File: config.mk
export PLATFORM = sky130hd
export DESIGN_NAME = nss_ctrl
export DESIGN_NICKNAME = d
export VERILOG_FILES = /design/src/sv/nss_pkg.sv /design/src/sv/nss_ctrl.sv
export SDC_FILE = /design/constraint.sdc
export NUM_CORES = 1
export LEC_CHECK = 0
export BUFFER_PORTS_ARGS = -buffer_cell sky130_fd_sc_hd__buf_2
export CORE_AREA = 4 4 41 43
export DETAILED_ROUTE_END_ITERATION = 8
export DIE_AREA = 0 0 45 47
export GPL_TIMING_DRIVEN = 0
export HOLD_SLACK_MARGIN = 0.08
export PLACE_DENSITY = 0.53
export SLEW_MARGIN = 20
export SYNTH_ARGS = -nofsm -noshare
export SYNTH_HDL_FRONTEND = slang
export SYNTH_SLANG_ARGS = --single-unit
File: constraint.sdc
create_clock -name clk -period 1.65 [get_ports clk]
set_clock_uncertainty 0.2 [all_clocks]
set_input_delay 0.165 -clock clk [delete_from_list [all_inputs] [get_ports clk]]
set_output_delay 0.165 -clock clk [all_outputs]
set_load 0.02 [all_outputs]
File: src/sv/nss_pkg.sv
// Package for the nearest segment search block: widths, command and status types.
// No dependencies.
package nss_pkg;

	localparam int COORD_BITS_DEF = 24;
	localparam int NODES_DEF      = 4096;
	localparam int DIST_W         = 25;
	localparam int PART_W         = 2;
	localparam int SQ_W           = 51;

	localparam logic [PART_W-1:0] PART_INNER  = 2'd0;
	localparam logic [PART_W-1:0] PART_FIRST  = 2'd1;
	localparam logic [PART_W-1:0] PART_SECOND = 2'd2;

	localparam logic [DIST_W-1:0] DIST_MAX = {DIST_W{1'b1}};

	// controller to datapath
	typedef struct packed {
		logic load;      // capture request, start product stage
		logic classify;  // pick part, start root
		logic step;      // one iteration of the shared unit
		logic update;    // compare with kept minimum
		logic quarter;   // form min^2/4
		logic root1;     // start first end root
		logic root2;     // start second end root
		logic store1;    // keep first end result
		logic store2;    // keep second end result
		logic clear;     // start new search
	} nss_cmd_t;

	// datapath to controller
	typedef struct packed {
		logic unit_done;
		logic is_last;
	} nss_sts_t;

endpackage

File: src/sv/nss_ctrl.sv
// Controller state machine: sequences products, unit iterations and result.
// Depends on nss_pkg.
module nss_ctrl import nss_pkg::*; (
	input  logic     clk,
	input  logic     arst_n,
	input  logic     in_valid,
	output logic     in_ready,
	output logic     out_valid,
	input  logic     out_ready,
	output nss_cmd_t cmd,
	input  nss_sts_t sts
);
	localparam logic [3:0] S_IDLE = 4'd0, S_PROD = 4'd1, S_CLASS = 4'd2,
		S_RUN = 4'd3, S_UPD = 4'd4, S_QUART = 4'd5, S_R1 = 4'd6, S_R1RUN = 4'd7,
		S_R2 = 4'd8, S_R2RUN = 4'd9, S_OUT = 4'd10, S_WAIT = 4'd11;

	logic [3:0] state_q, state_d;

	// next state and commands
	always_comb begin
		state_d = state_q;
		cmd     = '0;
		unique case (state_q)
			S_IDLE: begin
				if (in_valid) begin
					cmd.load = 1'b1;
					state_d  = S_WAIT;
				end
			end
			S_WAIT:  state_d = S_PROD;
			S_PROD: begin
				cmd.classify = 1'b1;
				state_d      = S_RUN;
			end
			S_CLASS: state_d = S_RUN;
			S_RUN: begin
				cmd.step = 1'b1;
				if (sts.unit_done) state_d = S_UPD;
			end
			S_UPD: begin
				cmd.update = 1'b1;
				state_d    = sts.is_last ? S_QUART : S_IDLE;
			end
			S_QUART: begin
				cmd.quarter = 1'b1;
				state_d     = S_R1;
			end
			S_R1: begin
				cmd.root1 = 1'b1;
				state_d   = S_R1RUN;
			end
			S_R1RUN: begin
				cmd.step = 1'b1;
				if (sts.unit_done) begin
					cmd.store1 = 1'b1;
					state_d    = S_R2;
				end
			end
			S_R2: begin
				cmd.root2 = 1'b1;
				state_d   = S_R2RUN;
			end
			S_R2RUN: begin
				cmd.step = 1'b1;
				if (sts.unit_done) begin
					cmd.store2 = 1'b1;
					state_d    = S_OUT;
				end
			end
			S_OUT: begin
				if (out_ready) begin
					cmd.clear = 1'b1;
					state_d   = S_IDLE;
				end
			end
			default: state_d = S_IDLE;
		endcase
	end

	assign in_ready  = (state_q == S_IDLE);
	assign out_valid = (state_q == S_OUT);

	// hold state
	always_ff @(posedge clk or negedge arst_n) begin
		if (!arst_n) state_q <= S_IDLE;
		else         state_q <= state_d;
	end

`ifndef NO_ASSERTIONS
	a_one_side: assert property (@(posedge clk) disable iff (!arst_n)
		!(in_ready && out_valid))
		else $error("request taken while result pending");
	a_out_hold: assert property (@(posedge clk) disable iff (!arst_n)
		(out_valid && !out_ready) |=> out_valid)
		else $error("result dropped");
	a_clear_on_out: assert property (@(posedge clk) disable iff (!arst_n)
		(out_valid && out_ready) |-> cmd.clear)
		else $error("search not restarted");
`endif
endmodule

==> results.toml <==
[run_status]
status = "finished, violations left"
violations = "negative setup slack"

[pwr]
switching_share = 0.440
p_int_w = 0.000750
finalPower_w = 0.00134
cellLeakagePower_nw = 0.321
power.density_nw_per_um2 = 1990
vdd_drop_max_uv = 833
clockPowerShare = 0.088
p_switching_w = 0.000590
pwr-share-comb = 0.751
p_seq_frac = 0.161

[hold_path]
worstHoldStart = "sts[1]"
hp-class = "in2reg"

[synthesis]
synthXorXnorAreaFrac = 0
yosys.area_share.simple = 0.346
synth-seq-cells = 4
synth_area_per_cell_um2 = 7.38
synth_top_family_by_area = "simple AND/OR/NAND/NOR gates"
yosysSeqAreaShare = 0.266
synth-compound-area-share = 0.246
muxShareOfSynthArea = 0.0532
syn-num-nets = 57
synth.distinct_cells = 22
synthesis.area_um2 = 377
netlist_instances = 51
yosysWarnings = 0
yosys.area_share.adder = 0

[sta]
hold_violations = 0
timing.fmax_mhz = 580
min_period_ns = 1.72
tightest_slew_ns = 0.298
finalWorstSetupSlack_ns = -0.0738
min_period_over_period = 1.04
finalSetupViolations = 2
rsz0062_at_grt = "yes"
max_slew_margin = 0.799
report.final.slew_viol_count = 0

[floorplan]
row_count = 13
io_pins = 18
die_area_um2 = 2120
start_util = 0.289
core_um2 = 1300
die_x_um = 45
die_h_um = 47

[cts]
clockBufferDepth = 2
cts_tree = "done"
clock_sinks = 4
clk_latency_ns = 0.23
cts_made_buffers = 3
clk_pin_slew_ns = 0.04
cts_root_buffer = "clkbuf_4"
htree_num_levels = 1

[setup_path]
path_cells = "or2b_4 -> mux2i_2 -> and2_4 -> buf_6"
required_ns = 1.28
worst-setup-path-type = "reg2out"
worst_path_max_delay_cell = "dfrtp_1"
cpPeakStageDelay_ns = 0.40
worstSetupEndpointType = "primary output"
cp-startpoint = "state_q[2]$_DFFE_PN0P_"
r2r-start = "state_q[2]$_DFFE_PN0P_"
start_kind = "register"
path_max_fanout = 5
worstPathArrival_ns = 1.36

[route]
wirelength_mm = 1.14
wire_per_inst_um = 11.8
first_iter_violations = 3
vias = 473
ant_nets = 0
drc = 0
routed_via_density = 4.88
drtPass1Iterations = 3

[cells_and_area]
fin_area_um2 = 672
post-route-util = 0.516
drive_gt1_frac = 0.573
top_regs = "state_q (4)"
synthToLayoutAreaGrowth_pct = 78.4
mostFrequentLayoutCells = "12 x buf_4, 12 x buf_2, 6 x buf_6, 6 x nor2_1, 6 x nor3_1"
antenna_cells = 0
nFillCells = 137
layout.nets = 90
largest_register_ffs = 4
regMostFlops = "state_q"

[placed_design]
placed_area_um2 = 487
dpl.hpwl_um = 797
io_buffers = 17
place_ws_ns = 0.121
gp_congestion = 0.735

[grt]
antenna_found_initial = 0
track_usage = 0.111
grt.overflow.total = 0
grt_pass1_vias = 426
grt_start_max_net_pins = 11
grt_pass1_wl_mm = 1.71

[run]
drv_cap = 0
==> synth_stat cells <==
master | number | area [um^2]
o21a_1 | 1 | 7.51
nor4_1 | 2 | 12.5
o22ai_1 | 1 | 6.26
nand2b_1 | 1 | 6.26
nor3_1 | 6 | 30.0
o22ai_2 | 1 | 12.5
a221oi_1 | 1 | 8.76
nand3_1 | 2 | 10.0
and2_1 | 3 | 18.8
a21oi_1 | 3 | 15.0
a221oi_2 | 1 | 15.0
nor2_1 | 7 | 26.3
inv_1 | 3 | 11.3
dfrtp_1 | 4 | 100
buf_4 | 1 | 7.51
mux2i_1 | 2 | 20.0
o21ai_0 | 2 | 10.0
or2b_4 | 1 | 11.3
buf_2 | 3 | 15.0
nand2_1 | 4 | 15.0
a22oi_1 | 1 | 7.51
o32a_1 | 1 | 10.0
==> worst max-delay path, delay by kind of cell, from the launching register on <==
kind / cells / cell delay (ns)
buffers and inverters: 1 / 0.10
DFF: 1 / 0.40
muxes: 1 / 0.17
and+or+nand+nor: 2 / 0.46
==> power by group through the flow <==
stage	Sequential [W]	Combinational (W)	Clock, W
floorplan	0.000184	0.000533	0
global placement	0.000197	0.000684	0
detailed placement	0.000196	0.000680	0
CTS	0.000195	0.000848	0.000123
global route	0.000223	0.00109	0.000134
finish	0.000216	0.00101	0.000119
==> worst paths after layout <==
check | to | slack [ns] | cells past startpoint
max in group asynchronous | state_q[0]$_DFFE_PN0P_ | 0.45 | 3
max | cmd[7] | -0.07 | 4
min in group asynchronous | state_q[1]$_DFFE_PN0P_ | 0.62 | 3
min reg2reg | state_q[1]$_DFFE_PN0P_ | 0.48 | 2
min | state_q[0]$_DFFE_PN0P_ | 0.09 | 4
max reg2reg | state_q[0]$_DFFE_PN0P_ | 0.08 | 7
==> stage by stage <==
step                      TNS (ns)  cells  hold WS (ns)
after CTS                   -0.176     93        0.0893
final                       -0.116     97        0.0886
after detailed placement         0     83        -0.227
after floorplan                  0     51        -0.331
after global placement           0     83        -0.228
after global routing        -0.490     97        0.0958
==> what timing repair did <==
| action | in CTS | in global routing |
|---|---|---|
| gates cloned | 0 | 0 |
| setup endpoints to repair | 5 | 12 |
| setup buffers | 5 | 5 |
| pin swaps | 1 | 3 |
| hold buffers | 2 | 0 |
| endpoints found under the hold margin | 4 | 0 |
| gates resized for setup | 7 | 19 |
==> routing by layer <==
metal	routed length [um]	GRT usage	up-vias
met3	28	0.0498	0
met5	0	0	-
met4	0	0.0351	0
li1	-	-	245
met2	605	0.181	6
met1	509	0.130	222
==> area by class of cell <==
class | count | area (um^2) | area share
Buffer | 4 | 41.3 | 0.0615
Multi-Input combinational cell | 40 | 279 | 0.415
Timing Repair Buffer | 28 | 196 | 0.292
Clock buffer | 3 | 22.5 | 0.0335
Inverter | 3 | 11.3 | 0.0168
Sequential cell | 4 | 103 | 0.153
Tap cell | 15 | 18.8 | 0.0279
==> cells by family after synthesis <==
group	Yosys count
flip-flops	4
AO/OA/AOI/OAI	12
multiplexers	2
buffers and inverters	7
AND/OR/NAND/NOR	26
Power figures use the tool's default switching activity.
